### config.mk
export PLATFORM = sky130hd
export DESIGN_NAME = chist2d_regs
export DESIGN_NICKNAME = d
export VERILOG_FILES = /design/src/chist2d_pkg.sv /design/src/chist2d_regs.sv
export SDC_FILE = /design/constraint.sdc
export NUM_CORES = 1
export LEC_CHECK = 0
export BUFFER_PORTS_ARGS = -buffer_cell sky130_fd_sc_hd__buf_2
export CORE_UTILIZATION = 45
export DETAILED_ROUTE_END_ITERATION = 8
export GPL_TIMING_DRIVEN = 0
export PLACE_DENSITY = 0.73
export SKIP_LAST_GASP = 1
export SLEW_MARGIN = 20
export SYNTH_ARGS = -nofsm -noshare
export SYNTH_HDL_FRONTEND = slang
export SYNTH_SLANG_ARGS = --single-unit
### constraint.sdc
create_clock -name clk -period 2.39 [get_ports clk]
set_clock_uncertainty 0.2 [all_clocks]
set_input_delay 0.478 -clock clk [delete_from_list [all_inputs] [get_ports clk]]
set_output_delay 0.478 -clock clk [all_outputs]
set_load 0.005 [all_outputs]
### src/chist2d_pkg.sv
// Shared types, constants and helper functions of the coincidence histogram.
// No dependencies; every other module but the port checker imports this package.
package chist2d_pkg;

	localparam int MAX_BINS = 128;
	localparam int BIN_W    = $clog2(MAX_BINS);
	localparam int RC_W     = 7;
	localparam int IDX_W    = (BIN_W > RC_W) ? BIN_W : RC_W;
	localparam int DEPTH    = MAX_BINS * MAX_BINS;
	localparam int ADDR_W   = $clog2(DEPTH);
	localparam int EN_W     = 16;
	localparam int CNT_W    = 32;
	localparam int NBINS_W  = 8;
	localparam int PADDR_W  = 5;
	localparam int PDATA_W  = 32;

	typedef enum logic [1:0] {
		OP_RECORD = 2'd0,
		OP_READ   = 2'd1,
		OP_CLEAR  = 2'd2,
		OP_NONE   = 2'd3
	} op_t;

	typedef enum logic [2:0] {
		REG_BINS_A   = 3'd0,
		REG_BINS_B   = 3'd1,
		REG_WIDTH_A  = 3'd2,
		REG_WIDTH_B  = 3'd3,
		REG_W1_LOW   = 3'd4,
		REG_W1_HIGH  = 3'd5,
		REG_W2_LOW   = 3'd6,
		REG_W2_HIGH  = 3'd7
	} reg_idx_t;

	typedef struct packed {
		logic [NBINS_W-1:0] bins_a;
		logic [NBINS_W-1:0] bins_b;
		logic [EN_W-1:0]    width_a;
		logic [EN_W-1:0]    width_b;
		logic [EN_W-1:0]    w1_lo;
		logic [EN_W-1:0]    w1_hi;
		logic [EN_W-1:0]    w2_lo;
		logic [EN_W-1:0]    w2_hi;
	} cfg_t;

	// commands from the controller to the datapath
	typedef struct packed {
		logic cap;
		logic div_start;
		logic bin_load;
		logic mem_rd;
		logic wb;
		logic clr_wr;
		logic out_load;
	} dp_cmd_t;

	// status from the datapath to the controller
	typedef struct packed {
		logic div_done;
		logic clr_last;
	} dp_sts_t;

	// last bin index in use; zero bins act as one, too many act as MAX_BINS
	function automatic logic [IDX_W-1:0] last_bin(input logic [NBINS_W-1:0] n);
		logic [IDX_W-1:0] r;
		if (int'(n) > MAX_BINS)
			r = IDX_W'(MAX_BINS - 1);
		else if (n == '0)
			r = '0;
		else
			r = IDX_W'(n - NBINS_W'(1));
		return r;
	endfunction

	// saturate a quotient into the last bin in use
	function automatic logic [IDX_W-1:0] clamp_bin(input logic [EN_W-1:0] q,
			input logic [IDX_W-1:0] last);
		return (32'(q) > 32'(last)) ? last : IDX_W'(q);
	endfunction

	function automatic logic [CNT_W-1:0] sat_inc(input logic [CNT_W-1:0] v);
		return (v == '1) ? v : v + CNT_W'(1);
	endfunction

	// half-open window test, empty when high <= low
	function automatic logic in_win(input logic [EN_W-1:0] e, input logic [EN_W-1:0] lo,
			input logic [EN_W-1:0] hi);
		return (e >= lo) && (e < hi);
	endfunction

endpackage

### src/chist2d_regs.sv
// APB-style configuration register file of the coincidence histogram.
// Depends on chist2d_pkg for the register map and the cfg_t bundle.
module chist2d_regs import chist2d_pkg::*; (
	input  logic               clk,
	input  logic               arst_n,
	input  logic               psel,
	input  logic               penable,
	input  logic               pwrite,
	input  logic [PADDR_W-1:0] paddr,
	input  logic [PDATA_W-1:0] pwdata,
	output logic [PDATA_W-1:0] prdata,
	output logic               pready,
	output cfg_t               cfg
);

	cfg_t     cfg_q;
	reg_idx_t idx;
	logic     wr_en;

	assign idx   = reg_idx_t'(paddr[PADDR_W-1:2]);
	assign wr_en = psel && penable && pwrite;

	// write the addressed register at the access phase
	always_ff @(posedge clk or negedge arst_n) begin
		if (!arst_n) begin
			cfg_q.bins_a  <= NBINS_W'(100);
			cfg_q.bins_b  <= NBINS_W'(100);
			cfg_q.width_a <= EN_W'(30);
			cfg_q.width_b <= EN_W'(30);
			cfg_q.w1_lo   <= '0;
			cfg_q.w1_hi   <= '0;
			cfg_q.w2_lo   <= '0;
			cfg_q.w2_hi   <= '0;
		end else if (wr_en) begin
			case (idx)
				REG_BINS_A:  cfg_q.bins_a  <= pwdata[NBINS_W-1:0];
				REG_BINS_B:  cfg_q.bins_b  <= pwdata[NBINS_W-1:0];
				REG_WIDTH_A: cfg_q.width_a <= pwdata[EN_W-1:0];
				REG_WIDTH_B: cfg_q.width_b <= pwdata[EN_W-1:0];
				REG_W1_LOW:  cfg_q.w1_lo   <= pwdata[EN_W-1:0];
				REG_W1_HIGH: cfg_q.w1_hi   <= pwdata[EN_W-1:0];
				REG_W2_LOW:  cfg_q.w2_lo   <= pwdata[EN_W-1:0];
				REG_W2_HIGH: cfg_q.w2_hi   <= pwdata[EN_W-1:0];
				default: ;
			endcase
		end
	end

	// read mux
	always_comb begin
		case (idx)
			REG_BINS_A:  prdata = PDATA_W'(cfg_q.bins_a);
			REG_BINS_B:  prdata = PDATA_W'(cfg_q.bins_b);
			REG_WIDTH_A: prdata = PDATA_W'(cfg_q.width_a);
			REG_WIDTH_B: prdata = PDATA_W'(cfg_q.width_b);
			REG_W1_LOW:  prdata = PDATA_W'(cfg_q.w1_lo);
			REG_W1_HIGH: prdata = PDATA_W'(cfg_q.w1_hi);
			REG_W2_LOW:  prdata = PDATA_W'(cfg_q.w2_lo);
			REG_W2_HIGH: prdata = PDATA_W'(cfg_q.w2_hi);
			default:     prdata = '0;
		endcase
	end

	assign pready = 1'b1;
	assign cfg    = cfg_q;

endmodule

==> results.yml <==
final_layout:
  antenna_cells: 0
  largest_reg_flops: 112
  areaGrowthSynthToFinish_pct: 27.1
  nNetsFinal: 607
  final_cell_area_sq_mm: 0.00677
  fillCellCount: 979
  finalCoreUtilization_pct: 59.1
  layout-drive-gt1-share_pct: 61.4
grt:
  track_usage_pct: 24.6
  grt_pass1_vias: 3918
  grt.overflow.total: 0
  antenna_found_initial: 0
  grt_pass1_wl_mm: 22.9
  grt_start_max_net_pins: 64
floorplan:
  core_area_sq_mm: 0.0115
  ios: 187
  die_y_microns: 111
  die_w_microns: 111
  rows: 39
  start_util_pct: 46.5
  die-area_sq_mm: 0.0123
power:
  powerDensity_mw_per_mm2: 799
  ir_drop_mv: 0.405
  p_leak_nw: 3.47
  power_mw: 5.41
timing:
  finalCritPeriodShare_pct: 97.5
  slew_violations: 0
  finalHoldViolCount: 0
  max_freq_mhz: 429
  setup_viol: 0
  fin_ws_ns: 0.0592
  rsz0062_at_grt: "yes"
  worst_slew_pin_slew_ns: 0.643
  slew_headroom_pct: 57.1
  period_minus_slack_ns: 2.33
detailed_routing:
  drtIter0Drc: 210
  drc: 0
  dr.pass1.iters: 4
  dr.max_layer_used: "met4"
  vias: 3858
  via_per_inst: 5.41
  met3_length_mm: 1.05
  final_antenna_net_count: 0
  wl_per_cell_microns: 20.6
  dr_wl_met2_mm: 6.91
  wl_met1_mm: 6.52
  wirelength_mm: 14.7
synthesis:
  ys_ff_latch: 112
  syn_inst: 389
  synth.area.top_cells: "dfrtp_1 46%, mux2_2 22%, dfstp_2 6.9%"
  yosysTopAreaCellShare_pct: 46.0
  ys_types: 34
  synth_area_per_cell_sq_um: 13.7
  ys_seq_area_share_pct: 52.9
  syn-cell-area_sq_mm: 0.00533
  synth_top_area_cell: "dfrtp_1"
  synth_warnings: 0
clock_tree:
  cts_tree: "built"
  h-tree-depth: 3
  cts-root-buf: "clkbuf_16"
  clk_pin_slew_ns: 0.07
  numCtsBuffers: 9
  clockBufferDepth: 2
  worstSkewPairLatency_ns: 0.34
  cts_sinks: 112
placement:
  dpl.hpwl_mm: 10.2
  gp_congestion: 0.789
  portBuffers: 149
  placed_area_sq_mm: 0.00634
  pre_cts_slack_ns: -0.439
setup_path:
  required_ns: 1.71
  start_kind: "flop"
  worstSetupPathType: "reg2out"
  worstSetupEndpointType: "primary output"
  crit_fanout: 3
  crit_arrival_ns: 1.65
hold_path:
  hold_path_class: "in2reg"
flow_run:
  cap_violations: 0
run_status:
  status: "finished clean"
==> synthesized netlist by cell type (all sizes together) <==
master and instances:
nand4 1, nand2b 3, o21ai 7, nand3b 1, mux4 3, a221oi 1, or3 3, dfrtp 98
o22ai 8, a21oi 2, mux2i 31, a211oi 6, o22a 7, nand4b 1, nor3 1, a221o 3
conb 2, nand3 2, a31oi 1, clkbuf 3, o211ai 1, nor2b 3, inv 2, mux2 115
a22o 5, buf 37, nand2 8, nor2 20, dfstp 14
==> through the flow <==
stage	hold slack (ns)	instances	setup TNS [ns]
after detailed placement	0.252	697	-19.86
after global placement	0.307	696	-77.18
final	0.222	713	0
after global routing	0.238	713	-0.00546
after floorplan	-0.0176	404	0
after CTS	0.206	713	-0.0379
==> cell type report <==
class,instances,area (sq um),area share [%]
sequential,112,2820,41.6
timing repair buffer,151,790,11.7
clock inverter,3,42.5,0.628
clock buffer,13,250,3.69
inverter,2,7.51,0.111
tap,143,179,2.64
multi-input combinational,250,2340,34.6
buffer,39,342,5.04
==> power breakdown <==
group,leakage [nW],switching [mW],internal (mW)
clock,0.140,0.662,0.842
combinational,1.93,0.548,0.764
sequential,1.40,0.293,2.30
total,3.47,1.50,3.91
==> timing repair <==
item / in CTS / in global routing
resized for setup: 26 / 13
endpoints found under the setup margin: 28 / 14
hold buffers: 1 / 0
setup buffers: 0 / 0
hold endpoints to repair: 42 / 0
==> layout by cell type, fill, tap and decap left out, types with 8 or more instances in the layout <==
| cell type | n |
|---|---|
| mux2_4 | 10 |
| o22ai_1 | 8 |
| buf_4 | 20 |
| mux2_2 | 105 |
| dfrtp_1 | 98 |
| dfstp_2 | 14 |
| conb_1 | 17 |
| buf_2 | 157 |
| clkbuf_16 | 9 |
| mux2i_1 | 30 |
| nor2_1 | 13 |
==> logic make-up after synthesis <==
family                 share of synthesized area [%]
flip-flops                                      52.9
multiplexers                                    32.1
AO/OA/AOI/OAI                                   5.59
other                                          0.141
buffers and inverters                           4.86
AND/OR/NAND/NOR                                 4.41
==> per-layer routing <==
metal	GRT usage (%)	up-vias
met5	0	-
met4	8.27	0
met3	5.69	15
met2	39.2	159
met1	33.2	1948
li1	-	1736
==> path summary, 6_finish.rpt <==
path | slack, ns | startpoint | depth (start not counted) | end
worst max-delay path | 0.06 | cfg[45] | 4 | prdata[13]
worst min-delay path | 0.22 | pwdata[15] | 3 | cfg[31]
worst max register to register | 1.39 | cfg[61] | 1 | cfg[61]
worst min register to register | 0.33 | cfg[7] | 1 | cfg[7]
max in group asynchronous | 0.85 | arst_n | 3 | cfg[106]
min in group asynchronous | 0.42 | arst_n | 2 | cfg[8]
==> critical path, cell delays in order, from the launching register on <==
cell and delay [ns]:
dfrtp_1 0.40, mux2_2 0.28, a22o_1 0.18, a221o_1 0.31, buf_2 0.14
(Power assumes the default switching activity.)
