**src/chist2d_pkg.sv**
```systemverilog
// Shared types, constants and helper functions of the coincidence histogram.
// No dependencies; every other module but the port checker imports this package.
package chist2d_pkg;

	localparam int MAX_BINS = 128;
	localparam int BIN_W    = $clog2(MAX_BINS);
	localparam int RC_W     = 7;
	localparam int IDX_W    = (BIN_W > RC_W) ? BIN_W : RC_W;
	localparam int DEPTH    = MAX_BINS * MAX_BINS;
	localparam int ADDR_W   = $clog2(DEPTH);
	localparam int EN_W     = 16;
	localparam int CNT_W    = 32;
	localparam int NBINS_W  = 8;
	localparam int PADDR_W  = 5;
	localparam int PDATA_W  = 32;

	typedef enum logic [1:0] {
		OP_RECORD = 2'd0,
		OP_READ   = 2'd1,
		OP_CLEAR  = 2'd2,
		OP_NONE   = 2'd3
	} op_t;

	typedef enum logic [2:0] {
		REG_BINS_A   = 3'd0,
		REG_BINS_B   = 3'd1,
		REG_WIDTH_A  = 3'd2,
		REG_WIDTH_B  = 3'd3,
		REG_W1_LOW   = 3'd4,
		REG_W1_HIGH  = 3'd5,
		REG_W2_LOW   = 3'd6,
		REG_W2_HIGH  = 3'd7
	} reg_idx_t;

	typedef struct packed {
		logic [NBINS_W-1:0] bins_a;
		logic [NBINS_W-1:0] bins_b;
		logic [EN_W-1:0]    width_a;
		logic [EN_W-1:0]    width_b;
		logic [EN_W-1:0]    w1_lo;
		logic [EN_W-1:0]    w1_hi;
		logic [EN_W-1:0]    w2_lo;
		logic [EN_W-1:0]    w2_hi;
	} cfg_t;

	// commands from the controller to the datapath
	typedef struct packed {
		logic cap;
		logic div_start;
		logic bin_load;
		logic mem_rd;
		logic wb;
		logic clr_wr;
		logic out_load;
	} dp_cmd_t;

	// status from the datapath to the controller
	typedef struct packed {
		logic div_done;
		logic clr_last;
	} dp_sts_t;

	// last bin index in use; zero bins act as one, too many act as MAX_BINS
	function automatic logic [IDX_W-1:0] last_bin(input logic [NBINS_W-1:0] n);
		logic [IDX_W-1:0] r;
		if (int'(n) > MAX_BINS)
			r = IDX_W'(MAX_BINS - 1);
		else if (n == '0)
			r = '0;
		else
			r = IDX_W'(n - NBINS_W'(1));
		return r;
	endfunction

	// saturate a quotient into the last bin in use
	function automatic logic [IDX_W-1:0] clamp_bin(input logic [EN_W-1:0] q,
			input logic [IDX_W-1:0] last);
		return (32'(q) > 32'(last)) ? last : IDX_W'(q);
	endfunction

	function automatic logic [CNT_W-1:0] sat_inc(input logic [CNT_W-1:0] v);
		return (v == '1) ? v : v + CNT_W'(1);
	endfunction

	// half-open window test, empty when high <= low
	function automatic logic in_win(input logic [EN_W-1:0] e, input logic [EN_W-1:0] lo,
			input logic [EN_W-1:0] hi);
		return (e >= lo) && (e < hi);
	endfunction

endpackage

```
**src/chist2d_ctrl.sv**
```systemverilog
// Controller state machine of the coincidence histogram: sequences binning,
// bin memory access, clearing and result hand-off. Depends on chist2d_pkg.
module chist2d_ctrl import chist2d_pkg::*; (
	input  logic       clk,
	input  logic       arst_n,
	input  logic       in_valid,
	output logic       in_ready,
	input  logic [1:0] in_op,
	output logic       out_valid,
	input  logic       out_ready,
	input  dp_sts_t    sts,
	output dp_cmd_t    ctl
);

	typedef enum logic [2:0] {
		S_INIT,
		S_IDLE,
		S_DIV,
		S_RD,
		S_WB,
		S_CLEAR,
		S_OUT
	} state_t;

	state_t state_q;
	logic   out_valid_q;
	logic   accept;
	logic   slot_free;
	op_t    op;

	assign op        = op_t'(in_op);
	assign in_ready  = (state_q == S_IDLE);
	assign accept    = in_valid && in_ready;
	assign slot_free = !out_valid_q || out_ready;
	assign out_valid = out_valid_q;

	// decode commands from the current state
	always_comb begin
		ctl = '0;
		case (state_q)
			S_INIT, S_CLEAR: ctl.clr_wr = 1'b1;
			S_IDLE: begin
				ctl.cap       = accept;
				ctl.div_start = accept && (op == OP_RECORD);
			end
			S_DIV:   ctl.bin_load = sts.div_done;
			S_RD:    ctl.mem_rd   = 1'b1;
			S_WB:    ctl.wb       = 1'b1;
			S_OUT:   ctl.out_load = slot_free;
			default: ctl = '0;
		endcase
	end

	// hold state and the output valid flag
	always_ff @(posedge clk or negedge arst_n) begin
		if (!arst_n) begin
			state_q     <= S_INIT;
			out_valid_q <= 1'b0;
		end else begin
			if (ctl.out_load)
				out_valid_q <= 1'b1;
			else if (out_ready)
				out_valid_q <= 1'b0;

			case (state_q)
				S_INIT: begin
					if (sts.clr_last)
						state_q <= S_IDLE;
				end
				S_IDLE: begin
					if (accept) begin
						case (op)
							OP_RECORD: state_q <= S_DIV;
							OP_READ:   state_q <= S_RD;
							OP_CLEAR:  state_q <= S_CLEAR;
							default:   state_q <= S_OUT;
						endcase
					end
				end
				S_DIV: begin
					if (sts.div_done)
						state_q <= S_RD;
				end
				S_RD:    state_q <= S_WB;
				S_WB:    state_q <= S_OUT;
				S_CLEAR: begin
					if (sts.clr_last)
						state_q <= S_OUT;
				end
				S_OUT: begin
					if (slot_free)
						state_q <= S_IDLE;
				end
				default: state_q <= S_IDLE;
			endcase
		end
	end

endmodule

```
**config.mk**
```make
export PLATFORM = sky130hd
export DESIGN_NAME = chist2d_ctrl
export DESIGN_NICKNAME = d
export VERILOG_FILES = /design/src/chist2d_pkg.sv /design/src/chist2d_ctrl.sv
export SDC_FILE = /design/constraint.sdc
export NUM_CORES = 1
export LEC_CHECK = 0
export ABC_AREA = 0
export BUFFER_PORTS_ARGS = -buffer_cell sky130_fd_sc_hd__buf_2
export CAP_MARGIN = 20
export CORE_AREA = 2 2 39 41
export DETAILED_ROUTE_END_ITERATION = 10
export DIE_AREA = 0 0 41 43
export PLACE_DENSITY = 0.5
export SLEW_MARGIN = 20
export SYNTH_ARGS = -nofsm -noshare
export SYNTH_HDL_FRONTEND = slang
export SYNTH_SLANG_ARGS = --single-unit
export TNS_END_PERCENT = 1
```
**constraint.sdc**
```tcl
create_clock -name clk -period 1.2 [get_ports clk]
set_input_delay 0.06 -clock clk [delete_from_list [all_inputs] [get_ports clk]]
set_output_delay 0.06 -clock clk [all_outputs]
set_load 0.05 [all_outputs]
```
==> summary.txt, run 1 <==
STA
  – Tmin final: 1.345 ns
  – Final setup viols: 7
  – Fmax achieved: 743.4 MHz
  – Clock Skew: 0.01012 ns
  – Max-slew headroom: 83.86%
  – Fin. max-slew vios: 0
  – Fin crit share: 112.1%
  – Worst hold margin: 0.1551 ns
  – Worst Tran Pin Value: 0.2383 ns
  – Hold Vio Cnt, Final: 0
  – Worst setup margin: -0.1451 ns
  – Setup TNS: -0.7050 ns
  – Unrepaired setup endpoints after global routing: yes

Logic synthesis
  – Mean Syn Cell Area: 8.240 um^2
  – Leading area contributor after synthesis: dfrtp_1
  – Synth Register Bits: 4
  – Syn nets: 52
  – Post-synth top area share: 29.63%
  – Register area share after synthesis: 29.63%
  – Mapped Cells: 41
  – Ranking of synthesized cells by area: dfrtp_1, ha_1, nor3_1, inv_1, and3_1
  – Synth warn: 0
  – Yosys cell types: 26
  – Post-Syn Area: 337.8 um^2

Worst setup path
  – Startpoint types: flop
  – Endpoint type of the worst setup path: primary output
  – Crit path kind: flop to primary output
  – Critical path required time: 1.14 ns
  – Crit path max fanout: 4
  – Crit path arrival time: 1.29 ns
  – R2R depth: 4

Floorplan
  – IO Pins: 17
  – Core region area: 0.001384 mm^2
  – Die Y-Extent: 43 um
  – Row count: 14
  – Die width: 41 um
  – Initial Util: 24.41%
  – Area of the die: 0.001763 mm^2

Power and ir drop
  – PD cells: 3010 mW/mm^2
  – Leakage: 0.3040 nW
  – Peak supply drop: 1.208 mV

CTS
  – Clock buffer depth: 2
  – Clk Latency, worst-skew pair: 0.24 ns
  – Clock tree from TritonCTS: built
  – Clock transition at path regs: 0.04 ns
  – Clock Tree Root: clkbuf_4
  – Clock buffers created by TritonCTS: 3
  – Clk sinks: 4
  – H-tree depth: 1

Route
  – Number of DRC markers in iteration 0: 5
  – Wire per inst: 10.34 um
  – Post-DRT Antenna Nets: 0
  – Vias/cell: 4.756
  – DRC Markers: 0
  – WL final: 848 um
  – DR pass1 iterations: 2
  – Vias: 390

Status
  – Failing checks: negative setup slack
  – Status: complete, but fails checks

Global route
  – First-pass GRT wire length: 1476 um
  – Vias in the first global route: 397
  – Initial antenna violation count: 0
  – Global route total overflow: 0
  – Pin count of the biggest net entering global routing: 9
  – Tot GR Track Use: 12.30%

Finish
  – Ant. Diodes: 0
  – Fin nets: 78
  – Area delta synth->final: 90.00%
  – Most frequent cells in the layout: buf_2, buf_6, buf_4
  – Fraction of final layout cells sized beyond drive strength 1: 60.61%
  – Commonest non-fill, non-tap cell in the layout: buf_2

Place
  – DP HPWL: 675.8 um
  – Routability cong.: 0.7516
  – Port Buffers: 16

Flow run
  – Maximum capacitance violations: 0

Worst hold path
  – Hold Crit Class: input port to asynchronous set/reset pin
-- through the flow --
| step | cell area (um^2) | std cells | power (mW) | utilization, % | worst slack [ns] |
|---|---|---|---|---|---|
| floorplan | 389.1 | 41 | 1.178 | - | -0.2509 |
| global placement | 518.0 | 76 | 1.495 | 37.43 | -0.02101 |
| detailed placement | 518.0 | 76 | 1.485 | 37.43 | -0.03638 |
| CTS | 630.6 | 82 | 1.901 | 45.57 | -0.1579 |
| global route | 641.9 | 82 | 2.058 | 46.38 | -0.1879 |
| finish | 641.9 | 82 | 1.932 | 46.38 | -0.1451 |
-- worst max-delay path: stages (launching register included) --
cell	delay [ns]
dfrtp_2	0.44
and2b_2	0.28
and3_4	0.19
buf_8	0.14
-- logic make-up after synthesis --
group	after synthesis	synth area share (%)
flops	4	29.63
buf+inv	7	8.143
compound gates	11	24.08
simple gates	16	27.04
fa+ha+maj	3	11.11
-- Yosys cell counts (all sizes together) --
cell     instances
a211oi           1
a21oi            2
a221oi           1
and2             2
and2b            1
and3             3
buf              1
clkbuf           1
dfrtp            4
ha               3
inv              5
nand2            3
nand2b           1
nor2             2
nor3             3
nor4b            1
o2111ai          1
o211ai           1
o21a             1
o21ai            1
o2bb2ai          1
o311ai           1
o31a             1
-- worst paths after layout --
kind                                  from  slack (ns)         end
worst min register to register   out_valid        0.58   out_valid
max in group asynchronous           arst_n        0.90  state_q[1]
worst max-delay path            state_q[0]       -0.15      ctl[0]
worst max register to register  state_q[0]        0.05  state_q[0]
min in group clk                 out_ready        0.20   out_valid
worst min-delay path                arst_n        0.16  state_q[0]
-- layer usage --
layer  up-vias  wire length [um]  GRT usage [%]
met5         -                 0              0
met4         0                 0          8.000
met3         0                36          3.141
met2         9               433          19.38
met1       178               378          13.68
li1        203                 -              -
-- cell type report --
cell class              count  area (um^2)
clock buffers               4        26.28
repair buffers             23        192.7
multi-input cells          30        276.5
well taps                  16        20.02
inverters                   5        23.77
flip-flops and latches      4        102.6
fillers                   135        742.0
-- power breakdown --
part           leakage [nW]  internal [mW]  total [mW]  switching (mW)
Clock                0.0150          0.125       0.182          0.0569
Combinational         0.243          0.596        1.44           0.847
Sequential           0.0463          0.211       0.308          0.0965
-- sequential cells by signal, summed over array words and instances (netlist names) --
register / flops
out_valid: 1
state_q: 3
-- timing repair --
item | CTS | global route
endpoints found under the hold margin | 4 | 0
pin swaps | 3 | 1
endpoints found under the setup margin | 9 | 9
setup buffers | 1 | 0
hold buffers | 1 | 0
gates resized for setup | 23 | 3
No activity file was read; power rests on OpenSTA's default activity.
==> run 2, diff against run 1 <==
--- a/config.mk
+++ b/config.mk
@@ -6,7 +6,7 @@
 export NUM_CORES = 1
 export LEC_CHECK = 0
 export ABC_AREA = 0
-export BUFFER_PORTS_ARGS = -buffer_cell sky130_fd_sc_hd__buf_2
+export BUFFER_PORTS_ARGS = -buffer_cell sky130_fd_sc_hd__buf_4
 export CAP_MARGIN = 20
 export CORE_AREA = 2 2 39 41
 export DETAILED_ROUTE_END_ITERATION = 10
==> run 2 against run 1 <==
The run still ends with negative setup slack left. Design area increased by 2.9%. Setup slack got worse by 0.0016 ns. Combinational power about the same. Fmax decreased by 0.12%. Register-to-register slack about the same. Routed wire length increased by 8.3%. Clock-buffer cell count unchanged. Critical endpoint is now ctl[4]. Largest power group unchanged.
==> summary.txt, run 2 (same netlist as run 1, synthesis figures left out) <==
Global route
  – Initial antenna violation count: 0
  – Vias in the first global route: 415
  – Gr busiest metal: met2
  – Met2 Usage GRT: 19.38%
  – Routing usage on met3: 5.236%
  – Global route total overflow: 0
  – Tot GR Track Use: 14.01%
  – Met1 Track Usage GR: 17.26%
  – First-pass GRT wire length: 1642 um
  – Pin count of the biggest net entering global routing: 9

CTS
  – H-tree depth: 1
  – Clk Latency, worst-skew pair: 0.23 ns
  – Clock buffers created by TritonCTS: 3
  – Clk sinks: 4
  – Clock transition at path regs: 0.04 ns
  – Clock buffer depth: 2
  – Clock Tree Root: clkbuf_4
  – Clock tree from TritonCTS: built

Finish
  – Fin nets: 79
  – FF/Latch Area: 103.9 um^2
  – Reg with most FFs: state_q
  – Most frequent cells in the layout: buf_4, buf_6, inv_1
  – Max reg flops: 3
  – Fraction of final layout cells sized beyond drive strength 1: 59.70%
  – Fill count: 149
  – Ant. Diodes: 0
  – Area of the multi-input gates: 265.3 um^2
  – Area delta synth->final: 95.56%
  – Commonest non-fill, non-tap cell in the layout: buf_4
  – Final Instance Area: 660.6 um^2

Worst setup path
  – Critical path required time: 1.14 ns
  – Crit path cell chain: buf_4 > nor4b_4 > buf_6
  – Crit path kind: flop to primary output
  – Delay-heaviest family, CP: flip-flops
  – Startpoint types: flop
  – Reg2reg setup slack: 0.06 ns
  – Max incr delay on CP: 0.44 ns
  – WP buf/inv: 2
  – Endpoint type of the worst setup path: primary output
  – Crit path max fanout: 6
  – CP max stage cell: dfrtp_2
  – Crit path arrival time: 1.29 ns

Power and ir drop
  – Leakage: 0.3165 nW
  – Overall power: 1.950 mW
  – PD cells: 2951 mW/mm^2
  – Peak supply drop: 1.346 mV

Route
  – DRC Markers: 0
  – Vias/cell: 4.747
  – WL final: 918 um
  – Vias: 394
  – Number of DRC markers in iteration 0: 6
  – Wire per inst: 11.06 um
  – Post-DRT Antenna Nets: 0
  – DR pass1 iterations: 2

Place
  – DP HPWL: 710 um
  – Pre-CTS WS: -0.02765 ns
  – Routability cong.: 0.7584
  – Port Buffers: 16
  – Placed Area: 565.5 um^2

Floorplan
  – Initial Util: 24.41%
  – IO Pins: 17
  – Die width: 41 um
  – Core region area: 0.001384 mm^2
  – Die Y-Extent: 43 um
  – Row count: 14
  – Area of the die: 0.001763 mm^2

Status
  – Failing checks: negative setup slack
  – Status: complete, but fails checks

STA
  – Worst setup margin: -0.1467 ns
  – Max-slew headroom: 82.25%
  – Clock Skew: 0.0004785 ns
  – Fin crit share: 112.2%
  – Final setup viols: 8
  – Fin. max-slew vios: 0
  – Worst Tran Pin Value: 0.2620 ns
  – Setup TNS: -0.7725 ns
  – Unrepaired setup endpoints after global routing: yes
  – Hold Vio Cnt, Final: 0
  – Fmax achieved: 742.6 MHz
  – Tmin final: 1.347 ns

Flow run
  – Maximum capacitance violations: 0

Worst hold path
  – Hold Crit Class: input port to asynchronous set/reset pin
[run 2: cell types whose count changed in the layout (fill, tap and decap cells not counted), sizes merged]
cell	change
buf	+1
[run 2: report_power, final]
group,switching [mW],internal (mW)
Clock,0.0560,0.125
Sequential,0.104,0.215
Combinational,0.823,0.627
[run 2: layout make-up]
type	instances	share of cell area, %
Clock buffer	4	3.977
Inverter	5	3.220
Multi-Input combinational cell	30	40.15
Sequential cell	4	15.72
Tap cell	16	3.030
Timing Repair Buffer	24	33.90
[run 2: layer usage]
| layer | up-vias | part of all wire, % | wire, um |
|---|---|---|---|
| met3 | 2 | 5.2 | 48 |
| met1 | 177 | 45 | 416 |
| li1 | 200 | - | - |
| met5 | - | 0 | 0 |
| met2 | 15 | 48 | 445 |
| met4 | 0 | 0.65 | 6 |
[run 2: final timing paths]
check | from | to | cells after the start
setup reg to reg | state_q[0] | state_q[0] | 4
min in group clk | out_ready | out_valid | 3
hold reg to reg | out_valid | out_valid | 2
setup / recovery | state_q[2] | ctl[4] | 3
max in group asynchronous | arst_n | state_q[1] | 2
hold / removal | arst_n | state_q[0] | 2
[run 2: what timing repair did]
item | 4_1_cts | 5_1_grt
endpoints found under the setup margin | 9 | 9
gates resized for setup | 16 | 0
pin swaps | 3 | 0
hold buffers | 1 | 0
cloned | 0 | 0
hold endpoints to repair | 4 | 0
setup buffers | 1 | 0
[run 2: stage by stage]
| step | instances | utilization (%) | hold slack (ns) |
|---|---|---|---|
| floorplan | 41 | - | -0.2356 |
| global placement | 77 | 40.87 | -0.1419 |
| detailed placement | 77 | 40.87 | -0.1423 |
| CTS | 83 | 47.74 | 0.1528 |
| global route | 83 | 47.74 | 0.1566 |
| finish | 83 | 47.74 | 0.1588 |
[run 2: worst register-to-register path, delay by kind of cell (launching register included)]
kind                   cells  cell delay, ns
AO/OA/AOI/OAI              2            0.25
flip-flops                 1            0.44
buffers and inverters      1            0.15
AND/OR/NAND/NOR            1            0.17
